### src/design/ssp_pkg.sv
// Shared types, constants and helper functions of the serial port register block.
package ssp_pkg;

	localparam int FIFO_DEPTH = 8;
	localparam int WORD_BITS  = 16;
	localparam int PTR_W      = $clog2(FIFO_DEPTH);
	localparam int CNT_W      = $clog2(FIFO_DEPTH + 1);
	localparam int HALF_DEPTH = FIFO_DEPTH / 2;

	typedef logic [PTR_W-1:0]     ptr_t;
	typedef logic [CNT_W-1:0]     cnt_t;
	typedef logic [WORD_BITS-1:0] word_t;

	typedef enum logic [1:0] {
		MODE_READ  = 2'd0,
		MODE_WRITE = 2'd1,
		MODE_SHIFT = 2'd2,
		MODE_NONE  = 2'd3
	} mode_t;

	localparam logic [11:0] OFF_CR0   = 12'h000;
	localparam logic [11:0] OFF_CR1   = 12'h004;
	localparam logic [11:0] OFF_DR    = 12'h008;
	localparam logic [11:0] OFF_SR    = 12'h00c;
	localparam logic [11:0] OFF_CPSR  = 12'h010;
	localparam logic [11:0] OFF_IMSC  = 12'h014;
	localparam logic [11:0] OFF_RIS   = 12'h018;
	localparam logic [11:0] OFF_MIS   = 12'h01c;
	localparam logic [11:0] OFF_DMACR = 12'h020;
	localparam logic [6:0]  ID_PAGE   = 7'h7f;

	localparam int CR1_LOOP   = 0;
	localparam int CR1_ENABLE = 1;

	function automatic ptr_t next_ptr(input ptr_t p);
		return (p == ptr_t'(FIFO_DEPTH - 1)) ? '0 : ptr_t'(p + 1'b1);
	endfunction

	function automatic word_t size_mask_of(input logic [3:0] n);
		word_t m;
		for (int i = 0; i < WORD_BITS; i++) begin
			m[i] = (i <= int'(n));
		end
		return m;
	endfunction

	function automatic logic [3:0] raw_irq(input cnt_t tx_cnt, input cnt_t rx_cnt);
		return {tx_cnt <= cnt_t'(HALF_DEPTH), rx_cnt >= cnt_t'(HALF_DEPTH), 2'b00};
	endfunction

	function automatic logic [7:0] id_byte(input logic [2:0] idx);
		logic [7:0] b;
		case (idx)
			3'd0:    b = 8'h22;
			3'd1:    b = 8'h10;
			3'd2:    b = 8'h04;
			3'd3:    b = 8'h00;
			3'd4:    b = 8'h0d;
			3'd5:    b = 8'hf0;
			3'd6:    b = 8'h05;
			default: b = 8'hb1;
		endcase
		return b;
	endfunction

endpackage

### src/design/ssp_if.sv
// Request and response channel interfaces of the serial port register block.
interface ssp_req_if;
	logic        valid;
	logic        ready;
	logic [1:0]  mode;
	logic [11:0] reg_offset;
	logic [15:0] write_data;
	logic [15:0] partner_word;

	modport source (output valid, mode, reg_offset, write_data, partner_word, input ready);
	modport sink (input valid, mode, reg_offset, write_data, partner_word, output ready);
endinterface

interface ssp_rsp_if;
	logic        valid;
	logic        ready;
	logic [15:0] read_data;
	logic        access_error;
	logic        irq_line;
	logic        out_valid;
	logic [15:0] out_word;

	modport source (output valid, read_data, access_error, irq_line, out_valid, out_word,
		input ready);
	modport sink (input valid, read_data, access_error, irq_line, out_valid, out_word,
		output ready);
endinterface

### src/design/ssp_ram.sv
// Generic single-write, single-read RAM with registered read data.
module ssp_ram #(
	parameter int WIDTH = 16,
	parameter int DEPTH = 8
) (
	input  logic                     clk,
	input  logic                     we,
	input  logic [$clog2(DEPTH)-1:0] waddr,
	input  logic [WIDTH-1:0]         wdata,
	input  logic                     re,
	input  logic [$clog2(DEPTH)-1:0] raddr,
	output logic [WIDTH-1:0]         rdata
);

	logic [WIDTH-1:0] mem_q [DEPTH];

	always_ff @(posedge clk) begin
		if (we) begin
			mem_q[waddr] <= wdata;
		end
		if (re) begin
			rdata <= mem_q[raddr];
		end
	end

endmodule

### src/design/ssp_spi_controller_registers.sv
// Register block of a synchronous serial port with transmit and receive FIFOs.
// Takes one bus read, bus write or shift tick per clock while the response side does
// not stall; each transfer gives one response, registered through stages s1 and s2.
// The FIFO words live in two RAMs with a registered read; a shift reads
// the TX RAM at acceptance and writes the RX RAM from stage s1, and a data read
// that meets that pending write takes the word from a bypass path.
module ssp_spi_controller_registers
	import ssp_pkg::*;
(
	input  logic      clk,
	input  logic      arst_n,
	ssp_req_if.sink   req,
	ssp_rsp_if.source rsp
);

	logic [15:0] ctrl0_q;
	logic [3:0]  ctrl1_q;
	logic [7:0]  prescale_q;
	logic [3:0]  int_mask_q;
	word_t       size_mask_q;
	ptr_t        tx_wr_q, tx_rd_q, rx_wr_q, rx_rd_q;
	cnt_t        tx_cnt_q, rx_cnt_q;

	logic        valid_s1;
	logic [15:0] rd_data_s1;
	logic        err_s1, irq_s1, pop_s1, shift_s1, loop_s1, fwd_hit_s1;
	word_t       partner_s1, mask_s1, fwd_data_s1;
	ptr_t        rx_waddr_s1;

	logic        valid_s2;
	logic [15:0] read_data_s2, out_word_s2;
	logic        err_s2, irq_s2, out_valid_s2;

	logic        adv_s1, acc;
	mode_t       mode;
	logic [11:0] off;
	logic        is_read, is_write, is_shift;
	logic        pop, push, shift;
	cnt_t        tx_cnt_d, rx_cnt_d;
	logic [3:0]  int_mask_d;
	logic [15:0] rd_data_d;
	logic        err_d;
	logic [4:0]  status;
	word_t       tx_rdata, rx_rdata, rx_wdata;
	logic        rx_we;

	assign adv_s1    = valid_s1 & (~valid_s2 | rsp.ready);
	assign req.ready = ~valid_s1 | adv_s1;
	assign acc       = req.valid & req.ready;

	assign mode     = mode_t'(req.mode);
	assign off      = req.reg_offset;
	assign is_read  = (mode == MODE_READ);
	assign is_write = (mode == MODE_WRITE);
	assign is_shift = (mode == MODE_SHIFT);

	assign pop   = acc & is_read & (off == OFF_DR) & (rx_cnt_q != '0);
	assign push  = acc & is_write & (off == OFF_DR) & (tx_cnt_q < cnt_t'(FIFO_DEPTH));
	assign shift = acc & is_shift & ctrl1_q[CR1_ENABLE] & (tx_cnt_q != '0)
		& (rx_cnt_q < cnt_t'(FIFO_DEPTH));

	assign tx_cnt_d = cnt_t'(tx_cnt_q + cnt_t'(push) - cnt_t'(shift));
	assign rx_cnt_d = cnt_t'(rx_cnt_q + cnt_t'(shift) - cnt_t'(pop));

	assign int_mask_d = (acc & is_write & (off == OFF_IMSC)) ? req.write_data[3:0] : int_mask_q;

	assign status = {tx_cnt_q != '0, rx_cnt_q >= cnt_t'(FIFO_DEPTH), rx_cnt_q != '0,
		tx_cnt_q < cnt_t'(FIFO_DEPTH), tx_cnt_q == '0};

	always_comb begin
		rd_data_d = '0;
		err_d     = 1'b0;
		if (is_read) begin
			unique case (off)
				OFF_CR0:   rd_data_d = ctrl0_q;
				OFF_CR1:   rd_data_d = {12'd0, ctrl1_q};
				OFF_DR:    rd_data_d = '0;
				OFF_SR:    rd_data_d = {11'd0, status};
				OFF_CPSR:  rd_data_d = {8'd0, prescale_q};
				OFF_IMSC:  rd_data_d = {12'd0, int_mask_q};
				OFF_RIS:   rd_data_d = {12'd0, raw_irq(tx_cnt_q, rx_cnt_q)};
				OFF_MIS:   rd_data_d = {12'd0, raw_irq(tx_cnt_q, rx_cnt_q) & int_mask_q};
				OFF_DMACR: rd_data_d = '0;
				default: begin
					if (off[11:5] == ID_PAGE) begin
						rd_data_d = {8'd0, id_byte(off[4:2])};
					end else begin
						err_d = 1'b1;
					end
				end
			endcase
		end
	end

	ssp_ram #(.WIDTH(WORD_BITS), .DEPTH(FIFO_DEPTH)) u_tx_ram (
		.clk   (clk),
		.we    (push),
		.waddr (tx_wr_q),
		.wdata (word_t'(req.write_data) & size_mask_q),
		.re    (shift),
		.raddr (tx_rd_q),
		.rdata (tx_rdata)
	);

	assign rx_we    = adv_s1 & shift_s1;
	assign rx_wdata = loop_s1 ? (tx_rdata & mask_s1) : partner_s1;

	ssp_ram #(.WIDTH(WORD_BITS), .DEPTH(FIFO_DEPTH)) u_rx_ram (
		.clk   (clk),
		.we    (rx_we),
		.waddr (rx_waddr_s1),
		.wdata (rx_wdata),
		.re    (pop),
		.raddr (rx_rd_q),
		.rdata (rx_rdata)
	);

	always_ff @(posedge clk or negedge arst_n) begin
		if (!arst_n) begin
			ctrl0_q     <= '0;
			ctrl1_q     <= '0;
			prescale_q  <= '0;
			int_mask_q  <= '0;
			size_mask_q <= '0;
			tx_wr_q     <= '0;
			tx_rd_q     <= '0;
			tx_cnt_q    <= '0;
			rx_wr_q     <= '0;
			rx_rd_q     <= '0;
			rx_cnt_q    <= '0;
		end else begin
			if (acc & is_write) begin
				unique case (off)
					OFF_CR0: begin
						ctrl0_q     <= req.write_data;
						size_mask_q <= size_mask_of(req.write_data[3:0]);
					end
					OFF_CR1:  ctrl1_q    <= req.write_data[3:0];
					OFF_CPSR: prescale_q <= req.write_data[7:0];
					default:  ;
				endcase
			end
			int_mask_q <= int_mask_d;
			tx_cnt_q   <= tx_cnt_d;
			rx_cnt_q   <= rx_cnt_d;
			if (push) begin
				tx_wr_q <= next_ptr(tx_wr_q);
			end
			if (shift) begin
				tx_rd_q <= next_ptr(tx_rd_q);
				rx_wr_q <= next_ptr(rx_wr_q);
			end
			if (pop) begin
				rx_rd_q <= next_ptr(rx_rd_q);
			end
		end
	end

	always_ff @(posedge clk or negedge arst_n) begin
		if (!arst_n) begin
			valid_s1 <= 1'b0;
		end else if (req.ready) begin
			valid_s1 <= acc;
		end
	end

	always_ff @(posedge clk) begin
		if (acc) begin
			rd_data_s1  <= rd_data_d;
			err_s1      <= err_d;
			irq_s1      <= |(raw_irq(tx_cnt_d, rx_cnt_d) & int_mask_d);
			pop_s1      <= pop;
			shift_s1    <= shift;
			loop_s1     <= ctrl1_q[CR1_LOOP];
			partner_s1  <= word_t'(req.partner_word) & size_mask_q;
			mask_s1     <= size_mask_q;
			rx_waddr_s1 <= rx_wr_q;
			fwd_hit_s1  <= rx_we & (rx_waddr_s1 == rx_rd_q);
			fwd_data_s1 <= rx_wdata;
		end
	end

	always_ff @(posedge clk or negedge arst_n) begin
		if (!arst_n) begin
			valid_s2 <= 1'b0;
		end else if (adv_s1) begin
			valid_s2 <= 1'b1;
		end else if (rsp.ready) begin
			valid_s2 <= 1'b0;
		end
	end

	always_ff @(posedge clk) begin
		if (adv_s1) begin
			read_data_s2 <= pop_s1 ? 16'(fwd_hit_s1 ? fwd_data_s1 : rx_rdata) : rd_data_s1;
			err_s2       <= err_s1;
			irq_s2       <= irq_s1;
			out_valid_s2 <= shift_s1 & ~loop_s1;
			out_word_s2  <= (shift_s1 & ~loop_s1) ? 16'(tx_rdata) : 16'd0;
		end
	end

	assign rsp.valid        = valid_s2;
	assign rsp.read_data    = read_data_s2;
	assign rsp.access_error = err_s2;
	assign rsp.irq_line     = irq_s2;
	assign rsp.out_valid    = out_valid_s2;
	assign rsp.out_word     = out_word_s2;

endmodule

### src/flat_wrapper.sv
// flat-port wrapper written by rule: the top's interface ports become plain ports
module ssp_spi_controller_registers_flat import ssp_pkg::*;
  (clk, arst_n, req_valid, req_mode, req_reg_offset, req_write_data, req_partner_word, req_ready, rsp_valid, rsp_read_data, rsp_access_error, rsp_irq_line, rsp_out_valid, rsp_out_word, rsp_ready);
  ssp_req_if req_i ();
  ssp_rsp_if rsp_i ();
  input  logic clk;
  input  logic arst_n;
  input wire logic [$bits(req_i.valid)-1:0] req_valid;
  input wire logic [$bits(req_i.mode)-1:0] req_mode;
  input wire logic [$bits(req_i.reg_offset)-1:0] req_reg_offset;
  input wire logic [$bits(req_i.write_data)-1:0] req_write_data;
  input wire logic [$bits(req_i.partner_word)-1:0] req_partner_word;
  output wire logic [$bits(req_i.ready)-1:0] req_ready;
  output wire logic [$bits(rsp_i.valid)-1:0] rsp_valid;
  output wire logic [$bits(rsp_i.read_data)-1:0] rsp_read_data;
  output wire logic [$bits(rsp_i.access_error)-1:0] rsp_access_error;
  output wire logic [$bits(rsp_i.irq_line)-1:0] rsp_irq_line;
  output wire logic [$bits(rsp_i.out_valid)-1:0] rsp_out_valid;
  output wire logic [$bits(rsp_i.out_word)-1:0] rsp_out_word;
  input wire logic [$bits(rsp_i.ready)-1:0] rsp_ready;
  assign req_i.valid = req_valid;
  assign req_i.mode = req_mode;
  assign req_i.reg_offset = req_reg_offset;
  assign req_i.write_data = req_write_data;
  assign req_i.partner_word = req_partner_word;
  assign req_ready = req_i.ready;
  assign rsp_valid = rsp_i.valid;
  assign rsp_read_data = rsp_i.read_data;
  assign rsp_access_error = rsp_i.access_error;
  assign rsp_irq_line = rsp_i.irq_line;
  assign rsp_out_valid = rsp_i.out_valid;
  assign rsp_out_word = rsp_i.out_word;
  assign rsp_i.ready = rsp_ready;
  ssp_spi_controller_registers u_core (.clk(clk), .arst_n(arst_n), .req(req_i), .rsp(rsp_i));
endmodule
### config.mk
export PLATFORM = sky130hd
export DESIGN_NAME = ssp_spi_controller_registers_flat
export DESIGN_NICKNAME = d
export VERILOG_FILES = /design/src/design/ssp_pkg.sv /design/src/design/ssp_if.sv /design/src/design/ssp_ram.sv /design/src/design/ssp_spi_controller_registers.sv /design/src/flat_wrapper.sv
export SDC_FILE = /design/constraint.sdc
export NUM_CORES = 1
export LEC_CHECK = 0
export ABC_AREA = 1
export BUFFER_PORTS_ARGS = -buffer_cell sky130_fd_sc_hd__buf_2
export CORE_MARGIN = 2
export CORE_UTILIZATION = 30
export DETAILED_ROUTE_END_ITERATION = 8
export PLACE_DENSITY_LB_ADDON = 0.25
export SYNTH_ARGS = -nofsm -noshare
export SYNTH_HDL_FRONTEND = slang
export SYNTH_SLANG_ARGS = --single-unit
export TNS_END_PERCENT = 10
### constraint.sdc
create_clock -name clk -period 5.4 [get_ports clk]
set_input_delay 0.54 -clock clk [delete_from_list [all_inputs] [get_ports clk]]
set_output_delay 0.54 -clock clk [all_outputs]
set_load 0.02 [all_outputs]
==> flow_metrics.py, run 1 <==
metrics = {
    "status": {
        "status": "finished clean",
    },
    "synthesis": {
        "ys_seq_area_share_pct": 71.7,
        "synth_edf_count": 396,
        "synth_top_family_by_area": "simple AND/OR/NAND/NOR gates",
        "syn_area_sq_mm": 0.0190,
        "avgSynthCellArea_sq_um": 11.7,
        "yosysTopAreaCell": "edfxtp_1",
        "ys.flop_type": "edfxtp_1",
        "synth_compound_area_share_pct": 6.83,
        "async_flop_share_pct": 15.0,
        "synthAdderAreaFrac_pct": 1.59,
        "synth_seq_cells": 466,
        "yosysUniqueCellTypes": 36,
        "yosys.area.top_type_share_pct": 62.5,
        "ys_warn_count": 0,
        "synth.area.top_cells": "edfxtp_1 (63%), dfrtp_1 (9.2%), nand2_1 (6.8%)",
        "synthMuxAreaShare_pct": 0,
        "synthSimpleGateAreaFrac_pct": 15.7,
        "synth_xor_area_share_pct": 0.138,
        "synthCells": 1626,
        "syn_nets": 1699,
    },
    "global_route": {
        "grt_max_degree": 71,
        "grt_pass1_wl_um": 71400,
        "antenna_found_initial": 0,
        "grt.total_usage_pct": 14.1,
        "grt_pass1_vias": 11723,
        "grt_overflow": 0,
    },
    "detailed_routing": {
        "via_per_inst": 4.55,
        "dr.pass1.iters": 5,
        "drtIter0Drc": 949,
        "vias": 11903,
        "drcViolationCount": 0,
        "ant_nets": 0,
        "wl_um": 46200,
        "routedWlPerCell_um": 17.7,
    },
    "place": {
        "placed_cells": 2525,
        "hpwl_um": 30700,
        "numPortBuffers": 86,
        "gp_congestion": 0.884,
        "dpl_cell_area_sq_mm": 0.0205,
    },
    "worst_setup_path": {
        "critPathMaxFanout": 44,
        "critical_path.top_delay_family": "buffers and inverters",
        "endpoint_kind": "register",
        "timing.rr.end": "u_core.irq_s1",
        "r2r_slack_ns": 2.11,
        "reg2reg_depth": 15,
        "r2r_start": "u_core.rsp.valid",
        "critical_path_class": "register to register",
        "cpPeakStageDelay_ns": 0.46,
        "arrival_ns": 3.62,
        "crit_chain": "nand3_1 > nand2_1 > clkinv_2 > buf_4 > nand3_1 > nor2_2 > buf_4 > ha_1 > inv_1 > ha_1 > inv_1 > fa_1 > xnor2_1 > o21ai_1 > nand2_1",
        "critPathLaunchType": "register",
        "cp_slowest_cell": "buf_4",
        "worstPathRequired_ns": 5.73,
        "path_buf_inv": 5,
    },
    "sta": {
        "relSlewSlack_pct": 34.9,
        "skew_ns": 0.0243,
        "whs_ns": 0.117,
        "worst_slew_pin_slew_ns": 0.977,
        "hold_viol": 0,
        "setup_viol": 0,
        "slew_violations": 0,
        "fin_setup_tns_ns": 0,
        "fin_crit_sh_pct": 60.9,
        "min_period_ns": 3.29,
        "rsz0062_at_grt": "no",
        "fmax_ghz": 0.304,
    },
    "floorplanning": {
        "ios": 87,
        "rows": 92,
        "die_h_um": 256,
        "die_area_sq_mm": 0.0654,
        "die_w_um": 256,
        "start_util_pct": 30.3,
        "core-area_sq_mm": 0.0629,
    },
    "pwr": {
        "pwr-share-clk_pct": 44.0,
        "p_int_mw": 6.11,
        "power.leakage_nw": 8.99,
        "pwr-share-comb_pct": 4.0,
        "ir_worst_vdd_v": 0.000210,
        "switching_power_mw": 1.66,
        "sequentialPowerShare_pct": 52.0,
        "power-per-cell-area_mw_per_mm2": 350,
        "p_sw_share_pct": 21.3,
    },
    "cts": {
        "cts_sinks": 466,
        "clock-root-buffer": "clkbuf_16",
        "cts_resized": 0,
        "holdBufCountCts": 0,
        "cts_made_buffers": 48,
        "cts_max_path_buffers": 3,
        "cts_tree": "built",
        "clock_latency_ns": 0.59,
        "post_cts_buffers": 0,
        "path_clk_slew_ns": 0.06,
        "ctsHtreeMaxLevel": 2,
    },
    "cells_and_area": {
        "post-route-cell-area_sq_mm": 0.0222,
        "nets": 1802,
        "layout.cells.non_filler": 2615,
        "post-route-util_pct": 35.3,
        "fill_cells": 6226,
        "register_area_sq_mm": 0.0136,
        "antenna_cells": 0,
        "drive_above_1_share_pct": 13.2,
        "multi_input_area_sq_mm": 0.00466,
        "area_growth_pct": 16.6,
    },
    "min_path": {
        "hp-class": "primary input to async pin",
    },
    "job": {
        "cap_viol_max_count": 0,
    },
}
[worst max path at each step]
stage	startpoint	end	slack (ns)	cells after the start
final	u_core.rsp.valid	u_core.irq_s1	2.11	15
after global routing	u_core.rsp.valid	u_core.irq_s1	1.73	15
after CTS	u_core.rsp.valid	u_core.irq_s1	2.03	15
after detailed placement	rsp_ready	u_core.irq_s1	1.79	17
after global placement	rsp_ready	u_core.irq_s1	1.80	17
after floorplan	rsp_ready	u_core.irq_s1	0.25	14
[logic make-up after synthesis]
family	after synthesis
AO/OA/AOI/OAI	204
buffers and inverters	196
XOR/XNOR	3
adder cells (fa/ha/maj)	23
flip-flops	466
AND/OR/NAND/NOR	734
[cells in the final DEF, fill, tap and decap left out, types with 3 or more instances in the layout]
cell type and n:
a21oi_1 4, a31oi_1 17, buf_2 85, buf_4 33
bufinv_16 6, clkbuf_1 11, clkbuf_16 49, clkbuf_8 5
clkinv_1 10, clkinv_2 10, dfrtp_1 70, edfxtp_1 396
ha_1 21, inv_1 120, inv_2 6, nand2_1 343
nand2_2 8, nand2_4 4, nand3_1 63, nand4_1 3
nor2_1 283, nor2_2 6, nor2_4 6, nor3_1 3
nor3_2 8, o21ai_0 98, o21ai_1 13, o32ai_1 64
or2_2 3, xnor2_1 3
[stage by stage]
stage / total power, mW / worst slack, ns
floorplan: 4.27 / 0.248
global placement: 4.43 / 1.80
detailed placement: 4.43 / 1.79
CTS: 7.86 / 2.03
global route: 8.03 / 1.73
finish: 7.76 / 2.11
[area by class of cell]
cell class / instances / area share [%]
flip-flops and latches: 466 / 61.5
multi-input cells: 964 / 21.0
clock buffers: 65 / 6.03
well taps: 846 / 4.77
repair buffers: 118 / 3.04
inverters: 131 / 2.22
clock inverters: 25 / 1.39
[layer usage]
layer  up-vias  share of wire, %  global-route usage (%)
li1       5814                 -                       -
met1      5811                46                    19.0
met2       222                48                    23.7
met3        56               3.9                    2.28
met4         0               2.0                    3.64
met5         -                 0                       0
[synth_stat cells (2+ instances only)]
cell,instances
or2_2,3
clkbuf_1,42
o32ai_1,64
o21ai_0,98
dfrtp_1,70
nor2_4,6
nor2_1,284
inv_2,4
o22ai_1,2
a31oi_1,17
nor3_1,11
nand3_1,63
o21a_1,2
o21ai_1,13
xnor2_1,3
o211ai_1,2
nand2_4,4
nand2_1,343
inv_1,123
buf_1,6
ha_1,21
fa_1,2
nand2_2,8
a21oi_1,4
nand4_1,3
edfxtp_1,396
nor2_2,5
buf_2,16
clkinv_1,4
[flip-flops by register name, indices dropped and copies added (netlist names), 8 cells and up]
signal and count:
u_core.rd_data_s1 16, u_core.u_tx_ram.mem_q 128, u_core.partner_s1 16, u_core.u_rx_ram.mem_q 128, u_core.ctrl0_q 16, u_core.size_mask_q 16
u_core.u_rx_ram.rdata 16, u_core.mask_s1 16, u_core.rsp.read_data 16, u_core.prescale_q 8, u_core.rsp.out_word 16, u_core.fwd_data_s1 16
u_core.u_tx_ram.rdata 16
[power groups by stage]
stage	Clock [mW]	Combinational (mW)	Sequential, mW
finish	3.42	0.310	4.04
global route	3.64	0.343	4.04
CTS	3.51	0.319	4.04
detailed placement	0	0.318	4.11
global placement	0	0.314	4.11
floorplan	0	0.120	4.15
No activity file was read; power rests on OpenSTA's default activity.
==> inputs of run 2 (changes only) <==
- clock period: 5.4 -> 3.1 ns (I/O delays scaled with it)
==> flow_metrics.py, run 2 (same netlist as run 1, synthesis figures left out) <==
metrics = {
    "pwr": {
        "power.leakage_nw": 9.18,
        "pwr-share-clk_pct": 44.0,
        "switching_power_mw": 2.93,
        "p_int_mw": 10.6,
        "power-per-cell-area_mw_per_mm2": 599,
        "p_total_mw": 13.6,
        "p_sw_share_pct": 21.6,
        "pwr-share-comb_pct": 4.3,
        "sequentialPowerShare_pct": 51.8,
        "ir_worst_vdd_v": 0.000494,
    },
    "cts": {
        "clock_latency_ns": 0.60,
        "cts_sinks": 466,
        "cts_tree": "built",
        "clock-root-buffer": "clkbuf_16",
        "cts_made_buffers": 49,
        "ctsHtreeMaxLevel": 2,
        "path_clk_slew_ns": 0.06,
        "cts_max_path_buffers": 3,
        "cts_resized": 0,
    },
    "cells_and_area": {
        "layout.cells.non_filler": 2648,
        "multi_input_area_sq_mm": 0.00474,
        "final_common_cell": "edfxtp_1",
        "post-route-util_pct": 36.1,
        "nets": 1836,
        "antenna_cells": 0,
        "area_growth_pct": 19.1,
        "drive_above_1_share_pct": 14.5,
        "mostFrequentLayoutCells": "edfxtp_1 (396), nand2_1 (341), nor2_1 (283), inv_1 (117), o21ai_0 (97)",
        "register_area_sq_mm": 0.0136,
        "top_regs": "u_core.u_rx_ram.mem_q x128, u_core.u_tx_ram.mem_q x128",
        "fill_cells": 6191,
    },
    "worst_setup_path": {
        "critical_path_class": "primary input to register",
        "critPathMaxFanout": 28,
        "crit_chain": "dlygate4sd3_1 > buf_2 > inv_1 > nand3_4 > nand2_4 > clkinvlp_4 > nand2_4 > clkinv_8 > ha_4 > inv_2 > ha_4 > inv_2 > fa_2 > xnor2_1 > o21ai_1 > nand4_1 > nand2_1",
        "critPathLaunchType": "primary input",
        "cp_slowest_cell": "dlygate4sd3_1",
        "cpPeakStageDelay_ns": 0.54,
        "arrival_ns": 3.14,
        "r2r_start": "u_core.tx_cnt_q[3]",
        "endpoint_kind": "register",
        "crit_start": "rsp_ready",
        "worstPathRequired_ns": 3.44,
        "path_buf_inv": 7,
        "critical_path.top_delay_family": "buffers and inverters",
    },
    "global_route": {
        "grt_overflow": 0,
        "grt.total_usage_pct": 14.6,
        "grt_pass1_wl_um": 72800,
        "antenna_found_initial": 1,
        "grt_pass1_vias": 11906,
        "grt_max_degree": 72,
    },
    "detailed_routing": {
        "ant_nets": 0,
        "drcViolationCount": 0,
        "wl_um": 47800,
        "dr.pass1.iters": 5,
        "drtIter0Drc": 1006,
        "routedWlPerCell_um": 18.1,
        "via_per_inst": 4.58,
        "vias": 12122,
    },
    "sta": {
        "fin_crit_sh_pct": 90.4,
        "rsz0062_at_grt": "no",
        "slew_violations": 0,
        "worst_slew_pin_slew_ns": 0.994,
        "skew_ns": 0.0204,
        "hold_viol": 0,
        "fmax_ghz": 0.357,
        "min_period_ns": 2.80,
        "setup_viol": 0,
        "relSlewSlack_pct": 33.8,
    },
    "min_path": {
        "hp-class": "primary input to register",
        "min-delay-start": "req_partner_word[7]",
    },
    "place": {
        "hpwl_um": 32400,
        "gp_congestion": 0.867,
        "placed_cells": 2541,
        "numPortBuffers": 86,
    },
    "job": {
        "cap_viol_max_count": 0,
    },
    "floorplanning": {
        "die_h_um": 256,
        "die_area_sq_mm": 0.0654,
        "core-area_sq_mm": 0.0629,
        "start_util_pct": 30.3,
        "rows": 92,
        "ios": 87,
        "die_w_um": 256,
    },
    "status": {
        "status": "finished clean",
    },
}
[run 2: cell count changes in the layout (fill, tap and decap cells not counted), moves of 4 or more]
cell	previous run	this run
buf_4	33	41
buf_12	0	8
clkinv_1	10	14
dlygate4sd3_1	0	17
clkinv_2	10	6
clkbuf_1	11	7
[run 2: power groups by stage]
stage / clock network (mW) / registers [mW] / logic, mW
2_1_floorplan: 0 / 7.22 / 0.215
3_3_place_gp: 0 / 7.16 / 0.565
3_5_place_dp: 0 / 7.16 / 0.571
4_1_cts: 6.11 / 7.03 / 0.590
5_1_grt: 6.35 / 7.04 / 0.631
6_report: 5.97 / 7.03 / 0.577
[run 2: repair_timing]
action | 4_1_cts | 5_1_grt
hold buffers | 17 | 0
hold endpoints to repair | 86 | 0
buffers inserted | 0 | 0
[run 2: routing by layer]
layer  vias to the layer above  track usage [%]  part of all wire, %
li1                       5898                -                    -
met4                         0             4.63                  2.6
met3                        64             2.09                  4.6
met5                         -                0                    0
met1                      5879             19.4                   44
met2                       281             24.6                   49
[run 2: stage by stage]
stage	area, sq um	setup WS (ns)	TNS [ns]	hold slack (ns)
after floorplan	19200	-0.507	-12.57	0.0144
after detailed placement	20800	0.256	0	0.408
after global routing	22700	0.0790	0	0.0308
after CTS	22700	0.301	0	0.00865
after global placement	20800	0.295	0	0.403
final	22700	0.298	0	0.0350
[run 2: area by class of cell]
class,instances,share of cell area (%)
Clock buffer,62,5.99
Clock inverter,28,1.28
Inverter,131,2.24
Multi-Input combinational cell,964,20.9
Sequential cell,466,60.2
Tap cell,846,4.67
Timing Repair Buffer,151,4.69
[run 2: worst paths after layout]
path                                      endpoint  slack [ns]  depth (start not counted)
setup / recovery                     u_core.irq_s1        0.30                         17
hold / removal                u_core.partner_s1[7]        0.04                          3
setup reg to reg                     u_core.irq_s1        0.31                         14
hold reg to reg            u_core.rsp.access_error        0.42                          0
max in group asynchronous         u_core.rsp.valid        1.99                          2
min in group asynchronous        u_core.ctrl1_q[2]        0.42                          2
[run 2: worst min-delay path: cells and delay by family]
| family | cells | cell delay (ns) |
|---|---|---|
| AND/OR/NAND/NOR | 1 | 0.06 |
| buffers and inverters | 2 | 0.15 |
==> inputs of run 3 (changes only) <==
- CTS_CLUSTER_DIAMETER: default -> 100
- PLACE_DENSITY_LB_ADDON: 0.25 -> default
==> flow_metrics.py, run 3 (same netlist as run 1, synthesis figures left out) <==
metrics = {
    "global_route": {
        "grt.total_usage_pct": 14.1,
        "grt_pass1_wl_um": 71300,
        "antenna_found_initial": 0,
        "grt_overflow": 0,
        "grt_max_degree": 73,
        "grt_pass1_vias": 12072,
    },
    "pwr": {
        "ir_worst_vdd_v": 0.000315,
        "power-per-cell-area_mw_per_mm2": 587,
        "p_total_mw": 13.1,
        "power.leakage_nw": 9.02,
    },
    "detailed_routing": {
        "wl_um": 46200,
        "routedWlPerCell_um": 17.6,
        "vias": 12173,
        "drcViolationCount": 0,
        "via_per_inst": 4.64,
        "dr.pass1.iters": 5,
        "ant_nets": 0,
        "drtIter0Drc": 1031,
    },
    "cells_and_area": {
        "drive_above_1_share_pct": 13.7,
        "mostFrequentLayoutCells": "edfxtp_1 (396), nand2_1 (341), nor2_1 (283), inv_1 (118), o21ai_0 (97)",
        "post-route-util_pct": 35.5,
        "antenna_cells": 0,
        "top_regs": "u_core.u_rx_ram.mem_q x128, u_core.u_tx_ram.mem_q x128",
        "layout.cells.non_filler": 2626,
        "area_growth_pct": 17.3,
        "final_common_cell": "edfxtp_1",
        "post-route-cell-area_sq_mm": 0.0223,
        "nets": 1820,
    },
    "floorplanning": {
        "die_area_sq_mm": 0.0654,
        "rows": 92,
        "die_h_um": 256,
        "start_util_pct": 30.3,
        "ios": 87,
        "core-area_sq_mm": 0.0629,
        "die_w_um": 256,
    },
    "sta": {
        "setup_viol": 0,
        "skew_ns": 0.0229,
        "slew_violations": 0,
        "min_period_ns": 2.76,
        "relSlewSlack_pct": 33.8,
        "timing.final.ws_setup_ns": 0.340,
        "fin_crit_sh_pct": 89.0,
        "rsz0062_at_grt": "no",
        "fmax_ghz": 0.362,
        "hold_viol": 0,
        "whs_ns": 0.0386,
        "worst_slew_pin_slew_ns": 0.992,
        "fin_setup_tns_ns": 0,
    },
    "place": {
        "numPortBuffers": 86,
        "hpwl_um": 30700,
        "place_ws_ns": 0.320,
        "dpl_cell_area_sq_mm": 0.0207,
        "placed_cells": 2534,
        "gp_congestion": 0.867,
    },
    "worst_setup_path": {
        "arrival_ns": 3.08,
        "critical_path_class": "register to register",
        "worstPathRequired_ns": 3.42,
        "reg2reg_depth": 14,
        "endpoint_kind": "register",
        "critPathMaxFanout": 28,
        "critPathLaunchType": "register",
    },
    "cts": {
        "path_clk_slew_ns": 0.06,
        "cts_max_path_buffers": 3,
        "clock-root-buffer": "clkbuf_16",
        "cts_tree": "built",
        "cts_resized": 0,
        "cts_sinks": 466,
        "cts_made_buffers": 46,
        "post_cts_buffers": 0,
        "clock_latency_ns": 0.59,
        "ctsHtreeMaxLevel": 2,
        "holdBufCountCts": 11,
    },
    "job": {
        "cap_viol_max_count": 0,
    },
    "status": {
        "status": "finished clean",
    },
    "min_path": {
        "whs_path_depth": 3,
        "hp-class": "primary input to register",
    },
}
run 3: area by class of cell:
type,instances,area [sq um]
fillers,6150,40500
flip-flops and latches,466,13600
multi-input cells,964,4740
clock buffers,62,1260
well taps,846,1060
repair buffers,138,876
inverters,131,508
clock inverters,19,218
run 3: report_power, final:
group | total, mW | switching [mW] | leakage (nW) | internal (mW)
clock | 5.50 | 2.30 | 0.722 | 3.20
combinational | 0.564 | 0.425 | 3.47 | 0.139
sequential | 7.03 | 0.0518 | 4.83 | 6.97
run 3: worst max-delay path: stages (launching register included):
cell and delay (ns):
dfrtp_1 0.41, inv_1 0.12, ha_1 0.21, a21oi_1 0.23
nand2_4 0.13, clkinv_8 0.14, ha_4 0.22, inv_2 0.06
ha_4 0.13, inv_2 0.04, fa_2 0.34, xnor2_1 0.21
o21ai_1 0.10, nand4_1 0.11, nand2_1 0.06
run 3: worst paths after layout:
check	from	endpoint	slack (ns)
max	u_core.tx_cnt_q[3]	u_core.irq_s1	0.34
min	req_partner_word[12]	u_core.partner_s1[12]	0.04
max reg2reg	u_core.tx_cnt_q[3]	u_core.irq_s1	0.34
min reg2reg	u_core.err_s1	u_core.rsp.access_error	0.43
max in group asynchronous	arst_n	u_core.rsp.valid	2.00
min in group asynchronous	arst_n	u_core.prescale_q[3]	0.43
run 3: routing by layer:
| layer | vias to the layer above | routed length (um) | share of wire [%] | GRT usage [%] |
|---|---|---|---|---|
| met5 | - | 0 | 0 | 0 |
| met4 | 0 | 1230 | 2.7 | 4.95 |
| met3 | 65 | 2600 | 5.6 | 2.44 |
| met2 | 360 | 23200 | 50 | 24.2 |
| met1 | 5901 | 19200 | 42 | 18.0 |
| li1 | 5847 | - | - | - |
